--- config.mk ---
export PLATFORM = sky130hd
export DESIGN_NAME = four_register_alu_with_zero_flag_flat
export DESIGN_NICKNAME = d
export VERILOG_FILES = /design/src/design/fra_pkg.sv /design/src/design/fra_in_if.sv /design/src/design/fra_out_if.sv /design/src/design/fra_ctrl.sv /design/src/design/fra_dpath.sv /design/src/design/four_register_alu_with_zero_flag.sv /design/src/flat_wrapper.sv
export VERILOG_INCLUDE_DIRS = /design/src /design/src/design
export SDC_FILE = /design/constraint.sdc
export NUM_CORES = 1
export LEC_CHECK = 0
export ABC_CLOCK_PERIOD_IN_PS = 6530
export BUFFER_PORTS_ARGS = -buffer_cell sky130_fd_sc_hd__buf_2
export CAP_MARGIN = 20
export CORE_ASPECT_RATIO = 0.5
export CORE_MARGIN = 2
export CORE_UTILIZATION = 45
export CTS_CLUSTER_DIAMETER = 100
export DETAILED_ROUTE_END_ITERATION = 12
export PLACE_DENSITY_LB_ADDON = 0.1
export SYNTH_ARGS = -nofsm -noshare
export SYNTH_HDL_FRONTEND = slang
export SYNTH_SLANG_ARGS = --single-unit
--- constraint.sdc ---
create_clock -name clk_i -period 6.53 [get_ports clk_i]
set_input_delay 0.9795 -clock clk_i [delete_from_list [all_inputs] [get_ports clk_i]]
set_output_delay 0.9795 -clock clk_i [all_outputs]
set_load 0.02 [all_outputs]
--- src/design/four_register_alu_with_zero_flag_macros.svh ---
// Assertion macros for the four-register ALU.
`ifndef FOUR_REGISTER_ALU_WITH_ZERO_FLAG_MACROS_SVH
`define FOUR_REGISTER_ALU_WITH_ZERO_FLAG_MACROS_SVH

// Same-cycle implication, checked on every rising edge out of reset.
`define FRA_ASSERT_IMPL(lbl, ante, cons) \
  lbl: assert property (@(posedge clk_i) disable iff (!rst_ni) (ante) |-> (cons)) \
    else $error("assertion failed: same-cycle implication");

// Next-cycle implication, checked on every rising edge out of reset.
`define FRA_ASSERT_NEXT(lbl, ante, cons) \
  lbl: assert property (@(posedge clk_i) disable iff (!rst_ni) (ante) |=> (cons)) \
    else $error("assertion failed: next-cycle implication");

`endif

--- src/design/fra_pkg.sv ---
// Shared types, codes and constants of the four-register ALU.
package fra_pkg;

  localparam int unsigned DataW = 32;
  localparam int unsigned OpW   = 3;
  localparam int unsigned SelW  = 3;
  localparam int unsigned StsW  = 2;
  localparam int unsigned CntW  = 5;

  typedef logic [OpW-1:0]   op_t;
  typedef logic [SelW-1:0]  sel_t;
  typedef logic [StsW-1:0]  status_t;
  typedef logic [DataW-1:0] word_t;
  typedef logic [CntW-1:0]  cnt_t;

  localparam op_t OP_MOV = 3'd0;
  localparam op_t OP_ADD = 3'd1;
  localparam op_t OP_SUB = 3'd2;
  localparam op_t OP_MUL = 3'd3;
  localparam op_t OP_DIV = 3'd4;
  localparam op_t OP_INC = 3'd5;
  localparam op_t OP_DEC = 3'd6;

  localparam status_t ST_OK       = 2'd0;
  localparam status_t ST_BAD_REG  = 2'd1;
  localparam status_t ST_DIV_ZERO = 2'd2;
  localparam status_t ST_BAD_OP   = 2'd3;

  localparam cnt_t ITER_LAST = cnt_t'(DataW - 1);

  typedef struct packed {
    logic load;
    logic step;
    logic commit;
  } cmd_t;

  typedef struct packed {
    logic iter;
  } sts_t;

endpackage

--- src/design/fra_in_if.sv ---
// Input channel carrying one instruction per transfer.
interface fra_in_if;
  logic                      valid;
  logic                      ready;
  fra_pkg::op_t              op;
  fra_pkg::sel_t             reg_sel;
  logic signed [fra_pkg::DataW-1:0] operand;

  modport source (output valid, output op, output reg_sel, output operand, input ready);
  modport sink   (input valid, input op, input reg_sel, input operand, output ready);
endinterface

--- src/design/fra_out_if.sv ---
// Output channel carrying one result per transfer.
interface fra_out_if;
  logic                      valid;
  logic                      ready;
  fra_pkg::status_t          status;
  logic signed [fra_pkg::DataW-1:0] reg_value;
  logic                      zero_flag;
  fra_pkg::word_t            pc_value;

  modport source (output valid, output status, output reg_value, output zero_flag,
                  output pc_value, input ready);
  modport sink   (input valid, input status, input reg_value, input zero_flag,
                  input pc_value, output ready);
endinterface

--- src/design/fra_ctrl.sv ---
// Controller state machine that sequences load, iteration and commit.
module fra_ctrl (
  input  logic            clk_i,
  input  logic            rst_ni,
  input  logic            in_valid_i,
  input  logic            out_ready_i,
  input  fra_pkg::sts_t   sts_i,
  output logic            in_ready_o,
  output logic            out_valid_o,
  output fra_pkg::cmd_t   cmd_o
);

  typedef enum logic [1:0] {
    S_IDLE,
    S_ITER,
    S_WRITE
  } state_e;

  state_e        state_q;
  fra_pkg::cnt_t cnt_q;
  logic          out_valid_q;
  logic          commit;

  assign in_ready_o  = (state_q == S_IDLE);
  assign out_valid_o = out_valid_q;
  assign commit      = (state_q == S_WRITE) && (!out_valid_q || out_ready_i);

  assign cmd_o.load   = in_ready_o && in_valid_i;
  assign cmd_o.step   = (state_q == S_ITER);
  assign cmd_o.commit = commit;

  always_ff @(posedge clk_i or negedge rst_ni) begin
    if (!rst_ni) begin
      state_q     <= S_IDLE;
      cnt_q       <= '0;
      out_valid_q <= 1'b0;
    end else begin
      if (commit) begin
        out_valid_q <= 1'b1;
      end else if (out_ready_i) begin
        out_valid_q <= 1'b0;
      end
      case (state_q)
        S_IDLE: begin
          if (in_valid_i) begin
            cnt_q   <= '0;
            state_q <= sts_i.iter ? S_ITER : S_WRITE;
          end
        end
        S_ITER: begin
          cnt_q <= cnt_q + fra_pkg::cnt_t'(1);
          if (cnt_q == fra_pkg::ITER_LAST) begin
            state_q <= S_WRITE;
          end
        end
        S_WRITE: begin
          if (commit) begin
            state_q <= S_IDLE;
          end
        end
        default: begin
          state_q <= S_IDLE;
        end
      endcase
    end
  end

endmodule

--- src/design/fra_dpath.sv ---
// Datapath: register file, program counter, zero flag, ALU and shared mul/div unit.
module fra_dpath (
  input  logic                  clk_i,
  input  logic                  rst_ni,
  input  fra_pkg::cmd_t         cmd_i,
  output fra_pkg::sts_t         sts_o,
  input  fra_pkg::op_t          op_i,
  input  fra_pkg::sel_t         reg_sel_i,
  input  fra_pkg::word_t        operand_i,
  output fra_pkg::status_t      status_o,
  output fra_pkg::word_t        reg_value_o,
  output logic                  zero_flag_o,
  output fra_pkg::word_t        pc_value_o
);

  fra_pkg::word_t   gp_q [4];
  fra_pkg::word_t   pc_q;
  logic             zf_q;

  fra_pkg::op_t     op_q;
  fra_pkg::sel_t    sel_q;
  fra_pkg::word_t   opnd_q;
  fra_pkg::word_t   a_q;
  logic             neg_q;
  fra_pkg::word_t   wa_q;
  fra_pkg::word_t   wb_q;
  logic [fra_pkg::DataW:0] acc_q;

  fra_pkg::status_t status_q;
  fra_pkg::word_t   rv_q;
  logic             zfo_q;
  fra_pkg::word_t   pco_q;

  fra_pkg::word_t   in_a;
  fra_pkg::word_t   a_abs;
  fra_pkg::word_t   b_abs;
  logic [fra_pkg::DataW:0] rem_sh;
  logic [fra_pkg::DataW:0] diff;
  fra_pkg::word_t   res;
  fra_pkg::status_t st;
  logic             zf_upd;
  logic             sel_bad;

  assign in_a  = gp_q[reg_sel_i[1:0]];
  assign a_abs = in_a[fra_pkg::DataW-1] ? (fra_pkg::word_t'(0) - in_a) : in_a;
  assign b_abs = operand_i[fra_pkg::DataW-1] ? (fra_pkg::word_t'(0) - operand_i) : operand_i;

  assign sts_o.iter = (op_i == fra_pkg::OP_MUL) ||
                      ((op_i == fra_pkg::OP_DIV) && (operand_i != '0));

  assign rem_sh = {acc_q[fra_pkg::DataW-1:0], wa_q[fra_pkg::DataW-1]};
  assign diff   = rem_sh - {1'b0, wb_q};

  assign sel_bad = sel_q[2];

  always_comb begin
    res    = a_q;
    st     = fra_pkg::ST_OK;
    zf_upd = 1'b0;
    case (op_q)
      fra_pkg::OP_MOV: begin
        res    = opnd_q;
        zf_upd = 1'b1;
      end
      fra_pkg::OP_ADD: begin
        res    = a_q + opnd_q;
        zf_upd = 1'b1;
      end
      fra_pkg::OP_SUB: begin
        res    = a_q - opnd_q;
        zf_upd = 1'b1;
      end
      fra_pkg::OP_MUL: begin
        res = acc_q[fra_pkg::DataW-1:0];
      end
      fra_pkg::OP_DIV: begin
        if (opnd_q == '0) begin
          st = fra_pkg::ST_DIV_ZERO;
        end else begin
          res = neg_q ? (fra_pkg::word_t'(0) - wa_q) : wa_q;
        end
      end
      fra_pkg::OP_INC: begin
        res = a_q + fra_pkg::word_t'(1);
      end
      fra_pkg::OP_DEC: begin
        res = a_q - fra_pkg::word_t'(1);
      end
      default: begin
        st = fra_pkg::ST_BAD_OP;
      end
    endcase
  end

  always_ff @(posedge clk_i or negedge rst_ni) begin
    if (!rst_ni) begin
      gp_q[0] <= '0;
      gp_q[1] <= '0;
      gp_q[2] <= '0;
      gp_q[3] <= '0;
      pc_q    <= '0;
      zf_q    <= 1'b0;
    end else if (cmd_i.commit && !sel_bad) begin
      gp_q[sel_q[1:0]] <= res;
      pc_q             <= pc_q + fra_pkg::word_t'(1);
      if (zf_upd) begin
        zf_q <= (res == '0);
      end
    end
  end

  always_ff @(posedge clk_i) begin
    if (cmd_i.load) begin
      op_q   <= op_i;
      sel_q  <= reg_sel_i;
      opnd_q <= operand_i;
      a_q    <= in_a;
      neg_q  <= in_a[fra_pkg::DataW-1] ^ operand_i[fra_pkg::DataW-1];
      acc_q  <= '0;
      if (op_i == fra_pkg::OP_DIV) begin
        wa_q <= a_abs;
        wb_q <= b_abs;
      end else begin
        wa_q <= operand_i;
        wb_q <= in_a;
      end
    end else if (cmd_i.step) begin
      if (op_q == fra_pkg::OP_DIV) begin
        if (!diff[fra_pkg::DataW]) begin
          acc_q <= diff;
        end else begin
          acc_q <= rem_sh;
        end
        wa_q <= {wa_q[fra_pkg::DataW-2:0], ~diff[fra_pkg::DataW]};
      end else begin
        if (wa_q[0]) begin
          acc_q <= {1'b0, acc_q[fra_pkg::DataW-1:0] + wb_q};
        end
        wa_q <= {1'b0, wa_q[fra_pkg::DataW-1:1]};
        wb_q <= {wb_q[fra_pkg::DataW-2:0], 1'b0};
      end
    end
    if (cmd_i.commit) begin
      if (sel_bad) begin
        status_q <= fra_pkg::ST_BAD_REG;
        rv_q     <= '0;
        zfo_q    <= zf_q;
        pco_q    <= pc_q;
      end else begin
        status_q <= st;
        rv_q     <= res;
        zfo_q    <= zf_upd ? (res == '0) : zf_q;
        pco_q    <= pc_q + fra_pkg::word_t'(1);
      end
    end
  end

  assign status_o    = status_q;
  assign reg_value_o = rv_q;
  assign zero_flag_o = zfo_q;
  assign pc_value_o  = pco_q;

endmodule

--- src/design/four_register_alu_with_zero_flag.sv ---
// Four-register ALU with zero flag: one instruction per input transfer, one result each.
// MOV, ADD, SUB, INC, DEC, DIV by zero and unknown ops go straight to the write state;
// MUL and nonzero DIV first take 32 steps of the shared shift-add/restoring unit,
// bad register or not. A new instruction is taken the cycle after the previous one commits.
// Reset clears Ax..Dx, the zero flag, the program counter and the output valid at once.
module four_register_alu_with_zero_flag (
  input  logic      clk_i,
  input  logic      rst_ni,
  fra_in_if.sink    in_i,
  fra_out_if.source out_o
);

  `include "four_register_alu_with_zero_flag_macros.svh"

  fra_pkg::cmd_t cmd;
  fra_pkg::sts_t sts;
  logic          in_ready;
  logic          out_valid;
  fra_pkg::word_t rv;

  fra_ctrl u_ctrl (
    .clk_i       (clk_i),
    .rst_ni      (rst_ni),
    .in_valid_i  (in_i.valid),
    .out_ready_i (out_o.ready),
    .sts_i       (sts),
    .in_ready_o  (in_ready),
    .out_valid_o (out_valid),
    .cmd_o       (cmd)
  );

  fra_dpath u_dpath (
    .clk_i       (clk_i),
    .rst_ni      (rst_ni),
    .cmd_i       (cmd),
    .sts_o       (sts),
    .op_i        (in_i.op),
    .reg_sel_i   (in_i.reg_sel),
    .operand_i   (fra_pkg::word_t'(in_i.operand)),
    .status_o    (out_o.status),
    .reg_value_o (rv),
    .zero_flag_o (out_o.zero_flag),
    .pc_value_o  (out_o.pc_value)
  );

  assign in_i.ready      = in_ready;
  assign out_o.valid     = out_valid;
  assign out_o.reg_value = $signed(rv);

  `FRA_ASSERT_NEXT(a_busy_after_transfer, in_i.valid && in_i.ready, !in_i.ready)
  `FRA_ASSERT_NEXT(a_commit_shows_valid, cmd.commit, out_o.valid)
  `FRA_ASSERT_IMPL(a_bad_reg_zero_value,
                   out_o.valid && (out_o.status == fra_pkg::ST_BAD_REG), out_o.reg_value == 0)

endmodule
--- src/flat_wrapper.sv ---
// flat-port wrapper written by rule: the top's interface ports become plain ports
module four_register_alu_with_zero_flag_flat 
  (clk_i, rst_ni, in_i_valid, in_i_op, in_i_reg_sel, in_i_operand, in_i_ready, out_o_valid, out_o_status, out_o_reg_value, out_o_zero_flag, out_o_pc_value, out_o_ready);
  fra_in_if in_i_i ();
  fra_out_if out_o_i ();
  input  logic clk_i;
  input  logic rst_ni;
  input wire logic [$bits(in_i_i.valid)-1:0] in_i_valid;
  input wire logic [$bits(in_i_i.op)-1:0] in_i_op;
  input wire logic [$bits(in_i_i.reg_sel)-1:0] in_i_reg_sel;
  input wire logic [$bits(in_i_i.operand)-1:0] in_i_operand;
  output wire logic [$bits(in_i_i.ready)-1:0] in_i_ready;
  output wire logic [$bits(out_o_i.valid)-1:0] out_o_valid;
  output wire logic [$bits(out_o_i.status)-1:0] out_o_status;
  output wire logic [$bits(out_o_i.reg_value)-1:0] out_o_reg_value;
  output wire logic [$bits(out_o_i.zero_flag)-1:0] out_o_zero_flag;
  output wire logic [$bits(out_o_i.pc_value)-1:0] out_o_pc_value;
  input wire logic [$bits(out_o_i.ready)-1:0] out_o_ready;
  assign in_i_i.valid = in_i_valid;
  assign in_i_i.op = in_i_op;
  assign in_i_i.reg_sel = in_i_reg_sel;
  assign in_i_i.operand = in_i_operand;
  assign in_i_ready = in_i_i.ready;
  assign out_o_valid = out_o_i.valid;
  assign out_o_status = out_o_i.status;
  assign out_o_reg_value = out_o_i.reg_value;
  assign out_o_zero_flag = out_o_i.zero_flag;
  assign out_o_pc_value = out_o_i.pc_value;
  assign out_o_i.ready = out_o_ready;
  four_register_alu_with_zero_flag u_core (.clk_i(clk_i), .rst_ni(rst_ni), .in_i(in_i_i), .out_o(out_o_i));
endmodule
* Word level (Yosys, flattened, before mapping)
Index checks and enable logic that the tools add are counted.
** Word-level totals
- Input port bits :: 42
- Output and inout port bits :: 69
- Register bits after elaboration :: 403
** Cells by class
- Reduce and logical (&&, ||, !) cells :: 24
- Bitwise gates (word level) :: 4
- Equal/unequal tests :: 15
- Add/subtract/negate cells :: 11
- Multiplexer cells :: 37
- $lt $le $gt $ge :: 3
** Operators by type and width (count)
- $mux 32 :: 19
- $pmux 32 s7 :: 1
- $bwmux 128 :: 1
- $sub 1x32->32 const A :: 3
- $add 32x1->32 const B :: 2
- $add 32x32->32 :: 2
- $bmux 32 s2 :: 1
- $demux 32 s2 :: 1
- $logic_not 32->1 :: 2
- $sub 33x32->33 :: 1
- $reduce_bool 32->1 :: 1
- $sub 32x1->32 const B :: 1
- $sub 32x32->32 :: 1
- $eq 3x3->1 const B :: 4
- $mux 2 :: 5
- $pmux 5 s2 :: 1
- $eq 3x2->1 const B :: 3
- $reduce_bool 2->1 :: 4
- $ge 3x3->1 const B :: 2
- $ne 2x2->1 const B :: 3
- $not 2->3 :: 2
- $pmux 2 s3 :: 1
- $reduce_and 2->1 :: 3
- $reduce_or 6->1 :: 1
- other kinds (19) :: 29

* Logic depth before layout (Yosys ltp)
Gate-level depths: netlist of the first run.
- Depth after elaboration :: 8
- Gate-level depth with buffers :: 22
- Mapped depth without buffers :: 21

* Hierarchy
Synthesis of the first run repeated with hierarchy kept, for this count alone.
** Unflattened totals
- Cell total of the unflattened synthesis :: 2882
- Area, all modules :: 26549.2 um2
** By module, submodules not included
- fra_dpath :: instances 1, cells each 2843, area each 26132.6 um2, sequential area each 10735.3 um2
- fra_ctrl :: instances 1, cells each 39, area each 416.6 um2, sequential area each 200.2 um2

* Least setup slack after synthesis of the first run
OpenSTA, ideal clock, no wires.
- Path type :: flip-flop to flip-flop
- Start :: register u_core.u_dpath.op_q[0]
- End :: register u_core.u_dpath.zfo_q (netlist: u_core.u_dpath.zero_flag_o) (data pin)
- Cell stages (with the launch flop) :: 21
- Period minus slack after synthesis :: 5.069 ns
- Required time :: 6.350 ns
- Slack :: 1.461 ns
- Arrival :: 4.889 ns
- Path through :: edfxtp_1 > clkbuf_1 > xor2_1 > clkbuf_1 > buf_1 > nand2_1 > nand2_1 > ha_1 > inv_1 > fa_1 > a211oi_1 > o21ai_0 > a311oi_1 > o31a_1 > o21ai_0 > a21boi_0 > xnor2_1 > a21oi_1 > and3b_1 > nand4_1 > o41ai_2
** Between the ends
- Longest elaborated chain between the ends :: 5
- Elaborated cells between the ends (all ways) :: 13
- Those cells by class :: 6 x eq/ne; 4 x mux; 3 x reduce/logical
** Ends and longest elaborated chain
- from (decl) :: RTL line fra_dpath.sv:20 : fra_pkg::op_t op_q;
- from (signal assigned) :: RTL line fra_dpath.sv:114 : op_q <= op_i;
- $eq 3x3->1, or another cell as far along :: RTL line fra_dpath.sv:60 : case (op_q)
- $pmux 32 s7 or $reduce_or 3->1 (tied branches)
- $logic_not 32->1 or $mux 1 (tied branches) :: RTL line fra_dpath.sv:152, fra_dpath.sv:60
- $mux 1 *
- $mux 1 * :: RTL line fra_dpath.sv:144 : if (sel_bad) begin
- to (signal assigned) :: RTL line fra_dpath.sv:147 : zfo_q <= zf_q;
- to (signal assigned) :: RTL line fra_dpath.sv:152 : zfo_q <= zf_upd ? (res == '0) : zf_q;
- to (decl) :: RTL line fra_dpath.sv:31 : logic zfo_q;
Every way passes the cells marked *; elsewhere a longest branch is shown, timed or not.
A chain may end at the register's enable or synchronous reset.

* Worst setup path in the final report of the first run
- Start :: register u_core.u_dpath.opnd_q[13]
- End :: register u_core.u_dpath.zfo_q (netlist: u_core.u_dpath.zero_flag_o) (data pin)
** Between the ends
- Longest elaborated chain between the ends :: 6
- Elaborated cells between the ends (all ways) :: 8
- Those cells by class :: 2 x add/sub; 4 x mux; 2 x reduce/logical
** Ends and longest elaborated chain
- from (decl) :: RTL line fra_dpath.sv:22 : fra_pkg::word_t opnd_q;
- from (signal assigned) :: RTL line fra_dpath.sv:116 : opnd_q <= operand_i;
- branches (longest 2 deep; another with $sub 32x32->32)
- $pmux 32 s7 * :: RTL line fra_dpath.sv:60
- $logic_not 32->1 * :: RTL line fra_dpath.sv:152
- $mux 1 *
- $mux 1 * :: RTL line fra_dpath.sv:144
Every way passes the cells marked *.

==> flow_metrics.py, run 1 <==
metrics = {
    "status": {
        "outcome": "completed",
    },
    "synth": {
        "synth_edf_count": 202,
        "ys_warn_count": 0,
        "syn_inst": 2766,
        "synth_area_um2": 25890,
        "async_flop_share_pct": 41.94,
        "synth.net_count": 2912,
        "synth-seq-area-share_pct": 42.24,
        "synth_seq_cells": 403,
        "synthFlopType": "edfxtp_1",
        "synthDistinctLibCells": 92,
        "syn_area_per_cell_um2": 9.360,
    },
    "route": {
        "ant_nets": 0,
        "drc": 0,
        "drt_iter0_markers": 2414,
        "vias_per_cell": 6.031,
        "first_pass_iters": 5,
        "dr_total_vias": 21920,
        "finalWirelength_um": 84530,
        "wl_per_cell_um": 23.26,
    },
    "power": {
        "pwr-share-seq_pct": 31.0,
        "power_frac_comb_pct": 53.2,
        "p_int_w": 0.008366,
        "p_sw_w": 0.007273,
        "p_sw_share_pct": 46.51,
        "leakagePower_nw": 11.27,
        "power_per_cell_area_nw_per_um2": 543.6,
        "power.share.clock_pct": 15.8,
        "vdd.ir_drop.worst_mv": 0.2062,
    },
    "critical_path": {
        "crit_required_ps": 6930,
        "reg2reg_to": "u_core.u_dpath.zero_flag_o$_DFFE_PP_",
        "crit_type": "flip-flop to flip-flop",
        "crit_family": "simple AND/OR/NAND/NOR gates",
        "rrSetupSlack_ps": 940,
        "crit_slowest_cell": "or4_1",
        "cp_num_buf_inv": 0,
        "crit_fanout": 9,
        "critPathCaptureType": "flip-flop",
        "rr_worst_depth": 19,
        "arrival_ps": 5990,
        "cpPeakStageDelay_ps": 590,
        "startpoint_type": "flip-flop",
        "path_cells": "or4_1 -> nor2_1 -> nand4_1 -> nor4_1 -> nand2b_1 -> nor2_1 -> xnor2_1 -> a221oi_1 -> ha_1 -> nand2_1 -> o21ai_0 -> o21ai_0 -> a222oi_1 -> o211ai_1 -> a211oi_2 -> nand3b_1 -> nor4_1 -> nand4_1 -> o41ai_2",
        "r2r_start": "u_core.u_dpath.opnd_q[13]$_DFFE_PP_",
    },
    "sta": {
        "relSlewSlack_pct": 30.46,
        "fin_skew_ps": 17.91,
        "holdWs_ps": 355.3,
        "fmax_ghz": 0.1789,
        "period_needed_ps": 5589,
        "post-route-period-util_pct": 85.59,
        "setup_tns_ps": 0,
        "setup_violations": 0,
        "worst_pin_slew_ps": 1043,
        "hold_violations": 0,
        "drv_slew": 0,
        "rsz0062_at_grt": "false",
    },
    "global_routing": {
        "grt_pass1_wl_um": 128700,
        "antenna_found_initial": 2,
        "grt_pass1_vias": 20650,
        "grt_max_degree": 109,
        "grt-ovfl-total": 0,
        "track_usage_pct": 28.22,
    },
    "final_layout": {
        "final_cells": 3634,
        "syn_to_final_growth_pct": 11.14,
        "nets": 2979,
        "layout-drive-gt1-share_pct": 11.80,
    },
    "worst_hold_path": {
        "hp-class": "primary input to asynchronous set/reset pin",
    },
    "run": {
        "cap_violations": 0,
    },
    "die": {
        "die_w_um": 343.2,
        "ioPinCount": 111,
        "initial_core_util_pct": 45.34,
        "dieHeight_um": 173.6,
        "rows": 62,
        "design.die.area_um2": 59580,
        "core_area_um2": 57090,
    },
    "clocking": {
        "cts_sinks": 403,
        "post_cts_resized": 0,
        "hold_buffers": 0,
        "clk_path_buf_depth": 3,
        "ctsHtreeMaxLevel": 2,
        "cts_buffers": 40,
        "insertion_delay_ps": 580,
        "cts_tree": "done",
        "root_buffer": "clkbuf_16",
        "post_cts_buffers": 0,
        "clkTransAtPathRegs_ps": 70,
    },
    "placed_design": {
        "globalplace.congestion": 0.9613,
        "port_buffers": 110,
        "hpwl_um": 60920,
        "dp_cells": 3556,
    },
}
## Yosys cell counts, drive strengths merged, types with 16 or more instances
master	count	area [µm²]
nand2	382	1434
o21ai	302	1515
nor2	203	762.0
edfxtp	202	6066
dfrtp	169	4229
a21oi	138	701.9
xor2	130	1139
clkbuf	124	465.5
xnor2	113	989.7
ha	101	1264
inv	74	277.8
nand3	63	315.3
a221oi	50	469.2
nor3	48	251.5
a31oi	41	256.5
o211ai	40	300.3
a211oi	39	302.8
mux2i	37	370.4
a21o	36	270.3
o31ai	34	306.5
dfxtp	32	640.6
mux4	31	698.2
or3	31	193.9
buf	23	110.1
nor2b	22	137.6
nand4	19	118.9
nor4	19	133.9
or4	19	153.9
and3	17	106.4
nand2b	17	106.4
a22oi	16	120.1
mux2	16	180.2
o21a	16	120.1
## layout by cell type (no fill, tap or decap), types with 37 or more instances in the layout
master     count
a21oi_1      135
a221oi_1      45
a31oi_1       41
buf_2        109
buf_4         59
clkbuf_16     43
dfrtp_1      169
edfxtp_1     202
ha_1         101
inv_1         73
mux2i_1       37
nand2_1      380
nand3_1       62
nor2_1       200
nor3_1        45
o211ai_1      40
o21ai_0      286
xnor2_1      113
xor2_1       129
## final cells by class
type | instances | area (µm²)
clock buffers | 57 | 1169
clock inverters | 17 | 192.7
flip-flops and latches | 403 | 10940
inverters | 75 | 284.0
multi-input cells | 2141 | 14160
repair buffers | 172 | 1067
well taps | 768 | 960.9
fillers | 5399 | 28320
diodes | 1 | 2.502
## layer usage
layer  vias to the layer above  share of wire, %  GRT usage, %
met4                         0               1.2         4.294
met1                     10710                50         45.41
met2                       781                40         38.84
li1                      10350                 -             -
met3                        74               9.1         6.086
met5                         -                 0             0
## stage by stage
step	worst slack (ps)	util, %	area, µm²	power, W
finish	940.7	50.39	28770	0.01564
global route	479.8	50.39	28770	0.01670
CTS	1022	50.27	28700	0.01551
detailed placement	1025	47.89	27340	0.01297
global placement	1124	47.89	27340	0.01296
floorplan	1461	-	25890	0.01023
## how the worst max path moves through the flow
stage	from	to	slack, ps	depth (start not counted)
after floorplan	u_core.u_dpath.op_q[0]$_DFFE_PP_	u_core.u_dpath.zero_flag_o$_DFFE_PP_	1460	20
after global routing	u_core.u_dpath.opnd_q[1]$_DFFE_PP_	u_core.u_dpath.gp_q[63]$_DFFE_PN0P_	480	22
after global placement	u_core.u_dpath.opnd_q[1]$_DFFE_PP_	u_core.u_dpath.zero_flag_o$_DFFE_PP_	1120	20
final	u_core.u_dpath.opnd_q[13]$_DFFE_PP_	u_core.u_dpath.zero_flag_o$_DFFE_PP_	940	19
after CTS	u_core.u_dpath.opnd_q[12]$_DFFE_PP_	u_core.u_dpath.zero_flag_o$_DFFE_PP_	1020	19
after detailed placement	u_core.u_dpath.opnd_q[13]$_DFFE_PP_	u_core.u_dpath.zero_flag_o$_DFFE_PP_	1020	19
## logic make-up (layout without fill, tap and decap cells)
group | count (synthesis) | in the layout | share of synthesized area (%)
flops | 403 | 403 | 42.24
buf+inv | 222 | 321 | 3.311
mux | 84 | 84 | 4.823
other cells | 0 | 1 | 0
fa+ha+maj | 104 | 104 | 5.113
xor+xnor | 243 | 243 | 8.221
simple gates | 885 | 885 | 15.66
compound gates | 825 | 825 | 20.63
## power by group through the flow
stage | Sequential (W) | Combinational [W] | Clock [W]
6_report | 0.00485 | 0.00832 | 0.00247
5_1_grt | 0.00496 | 0.00912 | 0.00261
4_1_cts | 0.00481 | 0.00819 | 0.00251
3_5_place_dp | 0.00485 | 0.00812 | 0
3_3_place_gp | 0.00484 | 0.00812 | 0
2_1_floorplan | 0.00473 | 0.00551 | 0
## registers in the layout, indices dropped and copies added, names as in the netlist
signal,count
u_core.u_dpath.pc_q,32
u_core.u_dpath.op_q,3
u_core.u_dpath.a_q,32
u_core.u_ctrl.cnt_q,5
u_core.u_dpath.neg_q,1
u_core.u_ctrl.state_q,2
u_core.u_dpath.wa_q,32
u_core.u_dpath.reg_value_o,32
u_core.u_dpath.opnd_q,32
u_core.u_dpath.sel_q,3
u_core.u_dpath.wb_q,32
u_core.u_dpath.pc_value_o,32
u_core.u_dpath.gp_q,128
u_core.u_dpath.zf_q,1
u_core.u_dpath.acc_q,32
u_core.u_dpath.zero_flag_o,1
u_core.u_ctrl.out_valid_o,1
u_core.u_dpath.status_o,2
Power figures use the tool's default switching activity.
==> run 2, diff against run 1 <==
--- a/config.mk
+++ b/config.mk
@@ -11,7 +11,7 @@
 export CAP_MARGIN = 20
 export CORE_ASPECT_RATIO = 0.5
 export CORE_MARGIN = 2
-export CORE_UTILIZATION = 45
+export CORE_UTILIZATION = 63
 export CTS_CLUSTER_DIAMETER = 100
 export DETAILED_ROUTE_END_ITERATION = 12
 export PLACE_DENSITY_LB_ADDON = 0.1
==> run 2 against run 1 <==
Sequential power hardly changed; critical path depth is 2 lower; critical endpoint unchanged; count of clock-buffer cells in the layout is 4 lower; critical path type unchanged; power is 1.5% lower.
==> flow_metrics.py, run 2 (same netlist as run 1, synthesis figures left out) <==
metrics = {
    "global_routing": {
        "antenna_found_initial": 4,
        "track_usage_pct": 37.52,
        "grt_max_degree": 78,
        "grt_pass1_wl_um": 123500,
        "grt_pass1_vias": 20800,
        "grt-ovfl-total": 0,
    },
    "critical_path": {
        "crit_type": "flip-flop to flip-flop",
        "cp-startpoint": "u_core.u_dpath.opnd_q[13]$_DFFE_PP_",
        "r2r_start": "u_core.u_dpath.opnd_q[13]$_DFFE_PP_",
        "startpoint_type": "flip-flop",
        "crit_end": "u_core.u_dpath.zero_flag_o$_DFFE_PP_",
        "rrSetupSlack_ps": 660,
        "rr_worst_depth": 17,
        "crit_required_ps": 6920,
        "crit_fanout": 8,
        "critPathCaptureType": "flip-flop",
        "reg2reg_to": "u_core.u_dpath.zero_flag_o$_DFFE_PP_",
        "arrival_ps": 6250,
    },
    "final_layout": {
        "final_cells": 3392,
        "syn_to_final_growth_pct": 9.134,
        "nets": 2966,
        "final_cell_mix": "nand2_1 (380), o21ai_0 (286), edfxtp_1 (202)",
        "largest_reg_flops": 128,
        "layout-drive-gt1-share_pct": 11.41,
        "regMostFlops": "u_core.u_dpath.gp_q",
        "layout_commonest_cell": "nand2_1",
        "finalInstanceArea_um2": 28250,
    },
    "clocking": {
        "clk_path_buf_depth": 3,
        "post_cts_resized": 0,
        "insertion_delay_ps": 570,
        "cts_buffers": 38,
        "hold_buffers": 0,
        "post_cts_buffers": 0,
        "clkTransAtPathRegs_ps": 70,
        "root_buffer": "clkbuf_16",
        "cts_sinks": 403,
        "cts_tree": "done",
        "ctsHtreeMaxLevel": 2,
    },
    "route": {
        "vias_per_cell": 6.650,
        "ant_nets": 0,
        "first_pass_iters": 5,
        "dr_total_vias": 22560,
        "drc": 0,
        "finalWirelength_um": 81190,
        "wl_per_cell_um": 23.94,
        "drt_iter0_markers": 2786,
    },
    "placed_design": {
        "dp_cells": 3318,
        "globalplace.congestion": 0.9685,
        "port_buffers": 110,
        "hpwl_um": 58030,
        "placed_area_um2": 26980,
    },
    "sta": {
        "worst_pin_slew_ps": 1063,
        "setup_tns_ps": 0,
        "relSlewSlack_pct": 29.16,
        "rsz0062_at_grt": "false",
        "post-route-period-util_pct": 89.82,
        "period_needed_ps": 5865,
        "setup_violations": 0,
        "drv_slew": 0,
        "holdWs_ps": 376.2,
        "hold_violations": 0,
        "fmax_ghz": 0.1705,
        "fin_skew_ps": 27.67,
    },
    "power": {
        "power_frac_comb_pct": 53.3,
        "power.share.clock_pct": 15.0,
        "leakagePower_nw": 11.16,
        "p_int_w": 0.008157,
        "pwr-share-seq_pct": 31.7,
        "p_sw_w": 0.007251,
        "vdd.ir_drop.worst_mv": 0.2810,
        "p_sw_share_pct": 47.06,
        "power_per_cell_area_nw_per_um2": 545.3,
    },
    "die": {
        "core_area_um2": 40470,
        "rows": 52,
        "die_w_um": 290.7,
        "design.die.area_um2": 42830,
        "initial_core_util_pct": 63.97,
        "dieHeight_um": 147.3,
        "ioPinCount": 111,
    },
    "worst_hold_path": {
        "hp-class": "primary input to asynchronous set/reset pin",
    },
    "run": {
        "cap_violations": 0,
    },
    "status": {
        "outcome": "completed",
    },
}
run 2: cell count changes in the layout (fill, tap and decap cells not counted), sizes merged:
| cell | change |
|---|---|
| diode | +2 |
| buf | -11 |
| clkinvlp | -2 |
| clkbuf | -4 |
| clkinv | +1 |
run 2: through the flow:
| stage | total power, W | util, % | worst slack, ps |
|---|---|---|---|
| 2_1_floorplan | 0.01023 | - | 1461 |
| 3_3_place_gp | 0.01262 | 66.66 | 1051 |
| 3_5_place_dp | 0.01276 | 66.66 | 891.9 |
| 4_1_cts | 0.01513 | 69.73 | 871.9 |
| 5_1_grt | 0.01632 | 69.81 | 363.2 |
| 6_report | 0.01541 | 69.82 | 664.9 |
run 2: final cells by class:
type | count | area (µm²)
antenna | 3 | 7.507
clock buffer | 53 | 1057
tap | 540 | 675.6
clock inverter | 16 | 186.4
inverter | 75 | 284.0
sequential | 403 | 10940
timing repair buffer | 161 | 949.7
multi-input combinational | 2141 | 14160
fill | 3120 | 12220
run 2: worst min path at each step:
stage | endpoint | slack, ps | startpoint
3_3_place_gp | u_core.u_dpath.gp_q[50]$_DFFE_PN0P_ | 460 | u_core.u_dpath.gp_q[50]$_DFFE_PN0P_
2_1_floorplan | u_core.u_dpath.gp_q[32]$_DFFE_PN0P_ | 440 | u_core.u_dpath.gp_q[32]$_DFFE_PN0P_
5_1_grt | u_core.u_dpath.pc_q[12]$_DFFE_PN0P_ | 410 | rst_ni
4_1_cts | u_core.u_dpath.pc_q[12]$_DFFE_PN0P_ | 390 | rst_ni
3_5_place_dp | u_core.u_dpath.gp_q[1]$_DFFE_PN0P_ | 470 | u_core.u_dpath.gp_q[1]$_DFFE_PN0P_
6_report | u_core.u_dpath.pc_q[12]$_DFFE_PN0P_ | 380 | rst_ni
run 2: power by group through the flow:
stage	logic, W	clock network [W]	registers (W)
finish	0.00822	0.00231	0.00488
global route	0.00895	0.00241	0.00496
CTS	0.00801	0.00232	0.00481
detailed placement	0.00792	0	0.00484
global placement	0.00782	0	0.00480
floorplan	0.00551	0	0.00473
run 2: worst max-delay path, cell delays in order (launching register included):
cell and delay, ps:
edfxtp_1 480, or4_1 580, nor2_1 180, nand4_1 260, nor4_1 570, xnor2_1 140
a221oi_1 310, ha_1 380, a21oi_1 320, o21ai_0 150, o41ai_1 480, o21ai_0 220
nor3_1 270, xnor2_1 110, a221oi_2 560, and3b_1 260, nand4_1 130, o41ai_2 290
run 2: metal layers:
layer	global-route usage [%]	vias up	wire length [µm]
met5	0	-	0
met4	8.264	0	1553
met3	14.77	112	12410
met2	51.12	1222	32300
met1	55.94	10900	34920
li1	-	10330	-
